### src/rtl/core/hgg_pkg.sv
// ----------------------------------------------------------------------------
// hgg_pkg: shared types and constants for the hip gait generator
// Field widths, register indexes, mode codes, step counts and the duty clamp.
// ----------------------------------------------------------------------------
`default_nettype none

package hgg_pkg;

    localparam int DUTY_W    = 16;                    // Q0.16 duty fraction
    localparam int MS_W      = 16;                    // millisecond counts
    localparam int HALF_W    = MS_W - 1;              // half period
    localparam int SUM_W     = MS_W + 1;              // phase + elapsed
    localparam int WAVE_W    = DUTY_W + 2;            // signed wave, +-2*swing span
    localparam int POSE_W    = DUTY_W + 3;            // signed pre-clamp duty
    localparam int CFG_IDX_W = 3;
    localparam int NUM_LEGS  = 4;
    localparam int IN_DATA_W = 24;                    // elapsed_ms, mode, pad
    localparam int OUT_DATA_W = NUM_LEGS * DUTY_W;

    // remainder unit: one dividend bit per cycle
    localparam int MOD_STEPS = SUM_W;
    localparam int MOD_CNT_W = $clog2(MOD_STEPS);

    // wave lane: multiplier bits, then quotient bits
    localparam int LANE_MUL_STEPS = HALF_W;
    localparam int LANE_DIV_STEPS = DUTY_W + 1;
    localparam int LANE_STEPS     = LANE_MUL_STEPS + LANE_DIV_STEPS;
    localparam int LANE_CNT_W     = $clog2(LANE_STEPS);
    localparam int PROD_W         = HALF_W + LANE_DIV_STEPS;

    localparam logic [MS_W-1:0]   RST_PERIOD = 16'd3000;
    localparam logic [DUTY_W-1:0] RST_SWING  = 16'd1311;
    localparam logic [DUTY_W-1:0] RST_STAND  = 16'd4588;
    localparam logic [DUTY_W-1:0] RST_MIN    = 16'd1966;
    localparam logic [DUTY_W-1:0] RST_MAX    = 16'd7209;
    localparam logic [MS_W-1:0]   MIN_PERIOD = 16'd2;

    localparam logic KIND_TICK = 1'b0;
    localparam logic KIND_SET  = 1'b1;

    typedef enum logic [CFG_IDX_W-1:0] {
        CFG_PERIOD = 3'd0,
        CFG_SWING  = 3'd1,
        CFG_STAND  = 3'd2,
        CFG_MIN    = 3'd3,
        CFG_MAX    = 3'd4
    } t_cfg_idx;

    typedef enum logic [1:0] {
        MODE_STAND = 2'd0,
        MODE_PRONE = 2'd1,
        MODE_FWD   = 2'd2,
        MODE_BACK  = 2'd3
    } t_mode;

    typedef enum logic [1:0] {
        ST_IDLE,
        ST_MOD,
        ST_WAVE,
        ST_EMIT
    } t_state;

    typedef struct packed {
        logic                   start;
        logic [MS_W-1:0]        q;      // phase within the cycle
        logic [HALF_W-1:0]      half;
        logic [DUTY_W-1:0]      swing;
    } t_lane_req;

    // Low clamp first, then high clamp: min > max gives max everywhere.
    function automatic logic [DUTY_W-1:0] clamp_duty(
        input logic signed [POSE_W-1:0] v,
        input logic [DUTY_W-1:0]        lo,
        input logic [DUTY_W-1:0]        hi
    );
        logic signed [POSE_W-1:0] t;
        t = v;
        if (t < $signed({3'b000, lo})) t = $signed({3'b000, lo});
        if (t > $signed({3'b000, hi})) t = $signed({3'b000, hi});
        return t[DUTY_W-1:0];
    endfunction

endpackage

`default_nettype wire

### src/rtl/core/hgg_mod_unit.sv
// ----------------------------------------------------------------------------
// hgg_mod_unit: bit-serial remainder
// Restoring division, one dividend bit per cycle; only the remainder is kept.
// ----------------------------------------------------------------------------
`default_nettype none

module hgg_mod_unit (
    input  wire                        i_clk,
    input  wire                        i_rst_n,
    input  wire                        i_start,
    input  wire [hgg_pkg::SUM_W-1:0]   i_dividend,
    input  wire [hgg_pkg::MS_W-1:0]    i_divisor,
    output logic                       o_done,
    output logic [hgg_pkg::MS_W-1:0]   o_rem
);
    import hgg_pkg::*;

    logic                 r_busy;
    logic                 r_done;
    logic [MOD_CNT_W-1:0] r_cnt;
    logic [SUM_W-1:0]     r_num;
    logic [MS_W-1:0]      r_rem;

    logic [SUM_W-1:0]     trial;
    logic                 ge;
    logic [SUM_W-1:0]     diff;

    assign trial = {r_rem, r_num[SUM_W-1]};
    assign ge    = trial >= {1'b0, i_divisor};
    assign diff  = trial - {1'b0, i_divisor};

    always_ff @(posedge i_clk) begin
        if (!i_rst_n) begin
            r_busy <= 1'b0;
            r_done <= 1'b0;
            r_cnt  <= '0;
        end else begin
            r_done <= 1'b0;
            if (i_start) begin
                r_busy <= 1'b1;
                r_cnt  <= MOD_CNT_W'(MOD_STEPS - 1);
            end else if (r_busy) begin
                r_cnt <= r_cnt - 1'b1;
                if (r_cnt == '0) begin
                    r_busy <= 1'b0;
                    r_done <= 1'b1;
                end
            end
        end
    end

    always_ff @(posedge i_clk) begin
        if (i_start) begin
            r_num <= i_dividend;
            r_rem <= '0;
        end else if (r_busy) begin
            r_num <= {r_num[SUM_W-2:0], 1'b0};
            r_rem <= ge ? diff[MS_W-1:0] : trial[MS_W-1:0];
        end
    end

    assign o_done = r_done;
    assign o_rem  = r_rem;

endmodule

`default_nettype wire

### src/rtl/core/hgg_wave_lane.sv
// ----------------------------------------------------------------------------
// hgg_wave_lane: triangle wave sample, bit-serial
// Shift-add multiply (one multiplier bit a cycle) followed by restoring
// division by the half period (one quotient bit a cycle) in one register.
// ----------------------------------------------------------------------------
`default_nettype none

module hgg_wave_lane (
    input  wire                                i_clk,
    input  wire                                i_rst_n,
    input  hgg_pkg::t_lane_req                 i_req,
    output logic                               o_done,
    output logic signed [hgg_pkg::WAVE_W-1:0]  o_wave
);
    import hgg_pkg::*;

    logic                       r_busy;
    logic                       r_done;
    logic [LANE_CNT_W-1:0]      r_cnt;
    logic                       r_fall;
    logic [DUTY_W:0]            r_mcand;   // swing or 2*swing
    logic [PROD_W-1:0]          r_prod;    // {hi, multiplier} then {rem, num/quot}
    logic [HALF_W-1:0]          r_half;
    logic [DUTY_W-1:0]          r_swing;
    logic signed [WAVE_W-1:0]   r_wave;

    logic                       fall;
    logic [MS_W-1:0]            q_off;
    logic [DUTY_W+1:0]          mul_sum;
    logic [HALF_W:0]            trial;
    logic                       ge;
    logic [HALF_W:0]            diff;
    logic [LANE_DIV_STEPS-1:0]  quot;

    assign fall  = i_req.q >= {1'b0, i_req.half};
    assign q_off = fall ? (i_req.q - {1'b0, i_req.half}) : i_req.q;

    assign mul_sum = {1'b0, r_prod[PROD_W-1:HALF_W]}
                   + (r_prod[0] ? {1'b0, r_mcand} : '0);

    assign trial = {r_prod[PROD_W-1:LANE_DIV_STEPS], r_prod[LANE_DIV_STEPS-1]};
    assign ge    = trial >= {1'b0, r_half};
    assign diff  = trial - {1'b0, r_half};
    assign quot  = {r_prod[LANE_DIV_STEPS-2:0], ge};

    always_ff @(posedge i_clk) begin
        if (!i_rst_n) begin
            r_busy <= 1'b0;
            r_done <= 1'b0;
            r_cnt  <= '0;
        end else begin
            r_done <= 1'b0;
            if (i_req.start) begin
                r_busy <= 1'b1;
                r_cnt  <= '0;
            end else if (r_busy) begin
                r_cnt <= r_cnt + 1'b1;
                if (r_cnt == LANE_CNT_W'(LANE_STEPS - 1)) begin
                    r_busy <= 1'b0;
                    r_done <= 1'b1;
                end
            end
        end
    end

    always_ff @(posedge i_clk) begin
        if (i_req.start) begin
            r_fall  <= fall;
            r_mcand <= fall ? {i_req.swing, 1'b0} : {1'b0, i_req.swing};
            r_prod  <= {{(PROD_W-HALF_W){1'b0}}, q_off[HALF_W-1:0]};
            r_half  <= i_req.half;
            r_swing <= i_req.swing;
        end else if (r_busy) begin
            if (r_cnt < LANE_CNT_W'(LANE_MUL_STEPS)) begin
                r_prod <= {mul_sum, r_prod[HALF_W-1:1]};
            end else begin
                r_prod <= {ge ? diff[HALF_W-1:0] : trial[HALF_W-1:0], quot};
            end
            if (r_cnt == LANE_CNT_W'(LANE_STEPS - 1)) begin
                // rising half: quot; falling half: swing - quot
                r_wave <= r_fall
                    ? ($signed({2'b00, r_swing}) - $signed({1'b0, quot}))
                    : $signed({1'b0, quot});
            end
        end
    end

    assign o_done = r_done;
    assign o_wave = r_wave;

endmodule

`default_nettype wire

### src/rtl/core/quadruped_hip_gait_generator.sv
// ----------------------------------------------------------------------------
// quadruped_hip_gait_generator: four hip-servo duties for a walking gait
// Mode control, phase tracking, two wave lanes and the clamped output beat.
// ----------------------------------------------------------------------------
// Input beats carry either a time tick (tuser low, elapsed_ms in tdata) or a
// mode change (tuser high, mode in tdata). Stand and prone mode changes set the
// pose registers and load the output register from the emit state once it is
// free; walk mode changes clear the phase and yield nothing, as do ticks
// outside a walk mode. A walk tick goes first through the bit-serial remainder
// unit that folds phase + elapsed into the period, then through the two wave
// lanes running side by side (shift-add multiply bits, then quotient bits, in
// each), then into the pose registers, and is clamped into the output register
// once it is free.
// One item is worked on at a time; the next beat is taken as soon as the
// result sits in the output register, even if the sink has not yet taken it.
// Configuration writes are expected only while the block is idle.
// ----------------------------------------------------------------------------
`default_nettype none

module quadruped_hip_gait_generator (
    input  wire                                  i_clk,
    input  wire                                  i_rst_n,
    // configuration write port
    input  wire                                  i_cfg_wr_en,
    input  wire [hgg_pkg::CFG_IDX_W-1:0]         i_cfg_index,
    input  wire [hgg_pkg::DUTY_W-1:0]            i_cfg_wdata,
    // input beats
    input  wire                                  s_axis_tvalid,
    output logic                                 s_axis_tready,
    input  wire [hgg_pkg::IN_DATA_W-1:0]         s_axis_tdata,  // elapsed_ms[15:0], mode[17:16], pad
    input  wire                                  s_axis_tuser,  // kind
    // output beats
    output logic                                 m_axis_tvalid,
    input  wire                                  m_axis_tready,
    output logic [hgg_pkg::OUT_DATA_W-1:0]       m_axis_tdata   // front_left, front_right,
                                                                // rear_left, rear_right
);
    import hgg_pkg::*;

    // configuration registers
    logic [MS_W-1:0]   r_period;
    logic [DUTY_W-1:0] r_swing;
    logic [DUTY_W-1:0] r_stand;
    logic [DUTY_W-1:0] r_min;
    logic [DUTY_W-1:0] r_max;

    // control state
    t_state            r_state, n_state;
    t_mode             r_mode;
    logic [MS_W-1:0]   r_phase;
    logic              r_out_valid;

    // payload
    logic signed [POSE_W-1:0] r_pose [NUM_LEGS];  // FL, FR, RL, RR before clamp
    logic [OUT_DATA_W-1:0]    r_out_data;

    logic              in_acc;
    logic              in_kind;
    logic [MS_W-1:0]   in_elapsed;
    t_mode             in_mode;

    logic [MS_W-1:0]   per_eff;
    logic [HALF_W-1:0] half;

    logic              mod_start;
    logic              mod_done;
    logic [MS_W-1:0]   mod_rem;
    logic [SUM_W-1:0]  q_b_sum;
    logic [MS_W-1:0]   q_b;

    t_lane_req         lane_a_req, lane_b_req;
    logic              lane_a_done, lane_b_done;
    logic signed [WAVE_W-1:0] wave_a, wave_b;
    logic signed [POSE_W-1:0] dir_a, dir_b;
    logic signed [POSE_W-1:0] stand_s;

    logic              out_load;

    assign in_kind    = s_axis_tuser;
    assign in_elapsed = s_axis_tdata[MS_W-1:0];
    assign in_mode    = t_mode'(s_axis_tdata[MS_W+1:MS_W]);
    assign in_acc     = s_axis_tvalid && s_axis_tready;

    // a period of 0 or 1 runs as 2
    assign per_eff = (r_period < MIN_PERIOD) ? MIN_PERIOD : r_period;
    assign half    = per_eff[MS_W-1:1];

    // ---------------- configuration ----------------
    always_ff @(posedge i_clk) begin
        if (!i_rst_n) begin
            r_period <= RST_PERIOD;
            r_swing  <= RST_SWING;
            r_stand  <= RST_STAND;
            r_min    <= RST_MIN;
            r_max    <= RST_MAX;
        end else if (i_cfg_wr_en) begin
            case (i_cfg_index)
                CFG_PERIOD: r_period <= i_cfg_wdata;
                CFG_SWING:  r_swing  <= i_cfg_wdata;
                CFG_STAND:  r_stand  <= i_cfg_wdata;
                CFG_MIN:    r_min    <= i_cfg_wdata;
                CFG_MAX:    r_max    <= i_cfg_wdata;
                default: ;  // unused indexes are dropped
            endcase
        end
    end

    // ---------------- sequencer ----------------
    always_comb begin
        n_state = r_state;
        case (r_state)
            ST_IDLE: begin
                if (in_acc) begin
                    if (in_kind == KIND_SET) begin
                        if (in_mode == MODE_STAND || in_mode == MODE_PRONE)
                            n_state = ST_EMIT;
                    end else if (r_mode == MODE_FWD || r_mode == MODE_BACK) begin
                        n_state = ST_MOD;
                    end
                end
            end
            ST_MOD:  if (mod_done) n_state = ST_WAVE;
            ST_WAVE: if (lane_a_done) n_state = ST_EMIT;
            ST_EMIT: if (!r_out_valid || m_axis_tready) n_state = ST_IDLE;
            default: n_state = ST_IDLE;
        endcase
    end

    always_comb begin
        s_axis_tready = 1'b0;
        mod_start     = 1'b0;
        out_load      = 1'b0;
        case (r_state)
            ST_IDLE: begin
                s_axis_tready = 1'b1;
                mod_start     = s_axis_tvalid && in_kind == KIND_TICK
                              && (r_mode == MODE_FWD || r_mode == MODE_BACK);
            end
            ST_EMIT: out_load = !r_out_valid || m_axis_tready;
            default: ;
        endcase
    end

    always_ff @(posedge i_clk) begin
        if (!i_rst_n) begin
            r_state <= ST_IDLE;
            r_mode  <= MODE_STAND;
            r_phase <= '0;
        end else begin
            r_state <= n_state;
            if (in_acc && in_kind == KIND_SET) begin
                r_mode <= in_mode;
                if (in_mode == MODE_FWD || in_mode == MODE_BACK)
                    r_phase <= '0;
            end
            if (r_state == ST_MOD && mod_done)
                r_phase <= mod_rem;
        end
    end

    // ---------------- phase fold ----------------
    hgg_mod_unit u_mod (
        .i_clk      (i_clk),
        .i_rst_n    (i_rst_n),
        .i_start    (mod_start),
        .i_dividend ({1'b0, r_phase} + {1'b0, in_elapsed}),
        .i_divisor  (per_eff),
        .o_done     (mod_done),
        .o_rem      (mod_rem)
    );

    // second lane samples half a period later, folded once
    assign q_b_sum = {1'b0, mod_rem} + {2'b00, half};
    assign q_b     = (q_b_sum >= {1'b0, per_eff})
                   ? MS_W'(q_b_sum - {1'b0, per_eff}) : q_b_sum[MS_W-1:0];

    always_comb begin
        lane_a_req.start = (r_state == ST_MOD) && mod_done;
        lane_a_req.q     = mod_rem;
        lane_a_req.half  = half;
        lane_a_req.swing = r_swing;
        lane_b_req       = lane_a_req;
        lane_b_req.q     = q_b;
    end

    hgg_wave_lane u_lane_a (
        .i_clk   (i_clk),
        .i_rst_n (i_rst_n),
        .i_req   (lane_a_req),
        .o_done  (lane_a_done),
        .o_wave  (wave_a)
    );

    hgg_wave_lane u_lane_b (
        .i_clk   (i_clk),
        .i_rst_n (i_rst_n),
        .i_req   (lane_b_req),
        .o_done  (lane_b_done),
        .o_wave  (wave_b)
    );

    // ---------------- pose ----------------
    assign stand_s = $signed({3'b000, r_stand});
    // walking back flips the sign of both waves
    assign dir_a = (r_mode == MODE_BACK) ? -$signed({wave_a[WAVE_W-1], wave_a})
                                         :  $signed({wave_a[WAVE_W-1], wave_a});
    assign dir_b = (r_mode == MODE_BACK) ? -$signed({wave_b[WAVE_W-1], wave_b})
                                         :  $signed({wave_b[WAVE_W-1], wave_b});

    always_ff @(posedge i_clk) begin
        if (in_acc && in_kind == KIND_SET) begin
            if (in_mode == MODE_PRONE) begin
                r_pose[0] <= $signed({3'b000, r_min});
                r_pose[1] <= $signed({3'b000, r_max});
                r_pose[2] <= $signed({3'b000, r_max});
                r_pose[3] <= $signed({3'b000, r_min});
            end else begin
                r_pose[0] <= stand_s;
                r_pose[1] <= stand_s;
                r_pose[2] <= stand_s;
                r_pose[3] <= stand_s;
            end
        end else if (r_state == ST_WAVE && lane_a_done) begin
            r_pose[0] <= stand_s - dir_a;   // front left
            r_pose[1] <= stand_s + dir_b;   // front right
            r_pose[2] <= stand_s - dir_b;   // rear left
            r_pose[3] <= stand_s + dir_a;   // rear right
        end
    end

    // ---------------- output register ----------------
    always_ff @(posedge i_clk) begin
        if (!i_rst_n) begin
            r_out_valid <= 1'b0;
        end else if (out_load) begin
            r_out_valid <= 1'b1;
        end else if (m_axis_tready) begin
            r_out_valid <= 1'b0;
        end
    end

    always_ff @(posedge i_clk) begin
        if (out_load) begin
            r_out_data <= {clamp_duty(r_pose[3], r_min, r_max),
                           clamp_duty(r_pose[2], r_min, r_max),
                           clamp_duty(r_pose[1], r_min, r_max),
                           clamp_duty(r_pose[0], r_min, r_max)};
        end
    end

    assign m_axis_tvalid = r_out_valid;
    assign m_axis_tdata  = r_out_data;

    // ---------------- assertions ----------------
    a_lanes_in_step: assert property (@(posedge i_clk) disable iff (!i_rst_n)
        lane_a_done == lane_b_done)
        else $error("wave lanes out of step");

    a_wave_bounded: assert property (@(posedge i_clk) disable iff (!i_rst_n)
        lane_a_done |-> (wave_a <= $signed({2'b00, r_swing})
                         && wave_a >= -$signed({2'b00, r_swing})))
        else $error("wave sample beyond swing");

    a_phase_folded: assert property (@(posedge i_clk) disable iff (!i_rst_n)
        (r_state == ST_WAVE) |-> (r_phase < per_eff))
        else $error("phase not folded into period");

    a_emit_waits: assert property (@(posedge i_clk) disable iff (!i_rst_n)
        (r_state == ST_EMIT && r_out_valid && !m_axis_tready) |=> (r_state == ST_EMIT))
        else $error("result dropped while output full");

endmodule

`default_nettype wire

### config.mk
export PLATFORM = sky130hd
export DESIGN_NAME = quadruped_hip_gait_generator
export DESIGN_NICKNAME = d
export VERILOG_FILES = /design/src/rtl/core/hgg_pkg.sv /design/src/rtl/core/hgg_mod_unit.sv /design/src/rtl/core/hgg_wave_lane.sv /design/src/rtl/core/quadruped_hip_gait_generator.sv
export SDC_FILE = /design/constraint.sdc
export NUM_CORES = 2
export LEC_CHECK = 0
export ABC_AREA = 1
export BUFFER_PORTS_ARGS = -buffer_cell sky130_fd_sc_hd__clkbuf_2
export CORE_MARGIN = 2
export CORE_UTILIZATION = 53
export CTS_BUF_LIST = sky130_fd_sc_hd__clkbuf_8
export CTS_CLUSTER_SIZE = 40
export DETAILED_ROUTE_END_ITERATION = 8
export PLACE_DENSITY = 0.7
export SYNTH_ARGS = -nofsm -noshare
export SYNTH_HDL_FRONTEND = slang
export SYNTH_SLANG_ARGS = --single-unit
### constraint.sdc
create_clock -name i_clk -period 7.6 [get_ports i_clk]
set_input_delay 0.38 -clock i_clk [delete_from_list [all_inputs] [get_ports i_clk]]
set_output_delay 0.38 -clock i_clk [all_outputs]
set_load 0.005 [all_outputs]
==> summary by stage <==
Detailed routing
The detailed router put a total of 51800 microns of wire on met1. For this block, the via count after detailed routing is 34.9k. The post-detailed-route via-to-cell ratio is 5.71. The topmost layer with routed signal wires is met5. The first detailed-routing pass took 6 iterations. The average detailed-routed wire length per instance is 20.2 microns. In the detailed route, the total length drawn on met2 is 54100 microns. The total met3 wirelength after detailed routing is 9440 microns. The total DRC errors in the routed layout is 0. The number of DRC markers in iteration 0 is 3379.

The remaining antenna violation count is 0. The aggregate routed wire length is 124000 microns.

Worst setup path
STA puts the critical path data arrival time at 7050 ps. STA classifies the critical path endpoint as a flip-flop. The kind of start point of the critical path is a flip-flop. Along the worst path, the maximum fanout reaches 34. The critical path is of the flip-flop to flip-flop type. The cell type of the slowest stage on the worst timing path is sky130_fd_sc_hd__dfxtp_1. Counting stages on the worst path, the most repeated cell is sky130_fd_sc_hd__nand2_1. The largest single stage delay on the critical path is 530 ps. Grouping stages by cell kind, the critical path spends the most delay in simple AND/OR/NAND/NOR gates. The critical path required time is 8030 ps.

The combined buffer and inverter count along the critical path is 5.

Synth
The main flop type after synthesis is sky130_fd_sc_hd__edfxtp_1. The sequential fraction of the synthesis area is 32.9%. For this run, the number of Yosys warnings is 0. The proportion of synthesized flip-flops having asynchronous set or reset is 0%. The synthesized design devotes to its leading area cell type 23.5% of total area. After synthesis, the cell types taking the most area are sky130_fd_sc_hd__edfxtp_1 23%, sky130_fd_sc_hd__ha_1 13%, sky130_fd_sc_hd__nand2_1 13%. Yosys instantiated no cell more often than sky130_fd_sc_hd__nand2_1. A synthesized cell averages 7.28 sq um. In the synthesized netlist, the cells that appear most often are 1236 x sky130_fd_sc_hd__nand2_1, 583 x sky130_fd_sc_hd__inv_1, 513 x sky130_fd_sc_hd__o21ai_0. Synthesis inferred 461 register bits. The synthesized design contains 287 enable-type register cells. Of all cell types, the one taking the most synthesized area is sky130_fd_sc_hd__edfxtp_1.

Counting distinct cell types in the post-synthesis netlist gives 61. Synthesis produced 5047 cells. The synthesized netlist net count is 5493.

The total standard cell area after synthesis is 36700 sq um.

Placement
OpenSTA, run right after detailed placement, puts the worst setup slack at 1110 ps. The detailed-placement wirelength estimate is 97900 microns. The count of placed standard cells including taps is 5957. The quantity of I/O buffers inserted on ports is 108. Once placement finished, the instance area stood at 38100 sq um. The final weighted congestion in routability-driven placement is 0.999.

STA
The final-report hold violation count was 0. The number of slew-limit violations in the final report is 0. Across the routed clock network, the largest skew measured is 45.7 ps. In the post-route analysis, the smallest setup slack over all paths is 983 ps. The fmax is 151 MHz.

For the finished layout, the period the worst path requires is 6620 ps. Setup repair after global routing left no endpoint under its margin. At the pin with the least slew margin, the transition time is 1190 ps. The worst pin sits at a relative slew slack of 20.1%. In the finished design, the share of the clock period the worst path needs comes to 87.1%. Setup violations remaining at the end of the flow were counted as 0. Summed over all failing endpoints, the final setup total negative slack is 0 ps.

Floorplan
The number of top-level pins is 115. The die is 267 microns tall. The floorplan step defined a core boundary enclosing 68600 sq um. The floorplan step defined a die boundary enclosing 71500 sq um.

The starting density of the core is 53.6%. The width of the chip is 267 microns. After floorplanning, the core was divided into 96 placement rows.

Global route
The wire length of the first global-routing pass is 185000 microns. The via count of the first global-routing pass is 32.2k. The maximum number of pins on one net before global-route repair is 66. The global route total overflow is 0. The total routing usage reported by global routing is 34.2%. The initial antenna violation count is 4.

Cells and area
Once layout is complete, the cells apart from fillers number 6112. The post-synthesis to final-layout area growth is 8.22%. The net count of the finished layout is 5557. The fraction of final layout cells sized beyond drive strength 1 is 6.66%. After routing the design area is 39800 sq um.

Min path
The min-delay analysis places its worst path in the category primary input to flip-flop.

Clocking
In this run the clock root is driven by a sky130_fd_sc_hd__clkbuf_8. After clock tree synthesis, the setup repair step added 0 buffers. The deepest clock path buffer count is 3.

The clock reaches the later pin of the worst-skew pair after 720 ps. After clock tree synthesis, the flow added hold-fix buffers numbering 1. The clock tree from TritonCTS is built. Clock-pin slew was measured on the worst setup and hold paths at 60 ps.

Post-CTS repair changed the size of 0 cells. The level count of the clock H-tree is 3. The number of buffers created by CTS is 82. The clock net sink count is 461.

Status
The flow ran to the end, and the final reports show no timing, DRC or antenna violations.

Power and ir drop
The leakage component of the power is 18.4 nW. The largest voltage drop on the vdd net is 0.119 mV. Dividing total power by cell area gives a power density of 200 nW/um^2.

Run
The tool flagged a number of max-cap violations equal to 0.
==> kinds of logic (layout without fill, tap and decap cells) <==
logic type               after synthesis  after routing  synth area share [%]
AO/OA/AOI/OAI                       1245           1245                  18.4
XOR/XNOR                             154            154                  3.69
adder cells (fa/ha/maj)              397            397                  13.8
buffers and inverters                772            902                  8.13
flip-flops                           461            461                  32.9
other                                  0              4                     0
AND/OR/NAND/NOR                     2018           2018                  23.0
==> registers in the layout, summed over array words and instances, names as in the netlist, 17 cells and up <==
signal and count:
r_pose 76, m_axis_tdata 64, u_lane_a.r_prod 32, u_lane_b.r_prod 32, u_lane_a.o_wave 18, u_lane_b.o_wave 18
u_lane_a.r_mcand 17, u_lane_b.r_mcand 17, u_mod.r_num 17
==> layout by cell type (no fill, tap or decap), drive strengths merged, types with 3 or more instances in the layout <==
| cell | netlist | layout |
|---|---|---|
| o21bai | 17 | 17 |
| o211ai | 58 | 58 |
| o31ai | 11 | 11 |
| xnor2 | 44 | 44 |
| nand3b | 27 | 27 |
| a21o | 20 | 20 |
| nor3 | 55 | 55 |
| nand3 | 231 | 231 |
| buf | 40 | 41 |
| inv | 601 | 626 |
| clkinv | 1 | 20 |
| nor2 | 348 | 348 |
| bufinv | 0 | 4 |
| or2 | 19 | 19 |
| o21ai | 568 | 568 |
| ha | 381 | 381 |
| edfxtp | 287 | 287 |
| diode | 0 | 4 |
| xor2 | 110 | 110 |
| a21oi | 463 | 463 |
| clkinvlp | 0 | 8 |
| o221ai | 11 | 11 |
| a211oi | 11 | 11 |
| clkbuf | 130 | 202 |
| nor3b | 3 | 3 |
| o22ai | 11 | 11 |
| a31oi | 28 | 28 |
| fa | 16 | 16 |
| nand4 | 68 | 68 |
| nor4 | 17 | 17 |
| a21boi | 21 | 21 |
| o21a | 16 | 16 |
| nand2 | 1247 | 1247 |
| dfxtp | 174 | 174 |
==> power by group <==
part / leakage, nW / internal [W] / switching, W
Sequential: 4.02 / 0.00290 / 0.000143
Combinational: 13.4 / 0.000837 / 0.00166
Clock: 0.933 / 0.00128 / 0.00114
Total: 18.4 / 0.00502 / 0.00294
==> worst paths after layout <==
check,cells past startpoint,endpoint,slack (ps),startpoint
max,37,u_lane_b.r_mcand[12],980,r_period[2]
min,4,m_axis_tvalid,70,m_axis_tready
max reg2reg,37,u_lane_b.r_mcand[12],980,r_period[2]
min reg2reg,0,u_lane_a.r_swing[13],470,r_swing[13]
==> worst reg2reg max path, delay by kind of cell, from the launching register on <==
family,cells,cell delay [ps]
buf+inv,5,600
simple gates,22,2480
xor+xnor,1,270
compound gates,4,780
flops,1,530
fa+ha+maj,5,1670
==> layout make-up <==
| cell class | count | area (sq um) |
|---|---|---|
| fill | 6635 | 28800 |
| multi-input combinational | 3814 | 21700 |
| sequential | 461 | 12100 |
| inverter | 602 | 2260 |
| clock buffer | 94 | 1290 |
| tap | 931 | 1160 |
| timing repair buffer | 150 | 858 |
| clock inverter | 56 | 397 |
| antenna | 4 | 10.0 |
==> through the flow <==
step                      hold WS (ps)  utilization (%)  power [W]
after floorplan                    430                -    0.00487
after global placement             447             55.5    0.00551
after detailed placement           446             55.5    0.00554
after CTS                         14.5             58.0    0.00794
after global routing              81.3             58.0    0.00842
final                             72.9             58.0    0.00796
==> metal layers <==
metal | track usage, % | vias to the layer above
li1 | - | 17300
met1 | 44.1 | 16000
met2 | 53.8 | 1360
met3 | 4.97 | 338
met4 | 21.3 | 2
met5 | 0 | -
(Power assumes the default switching activity.)
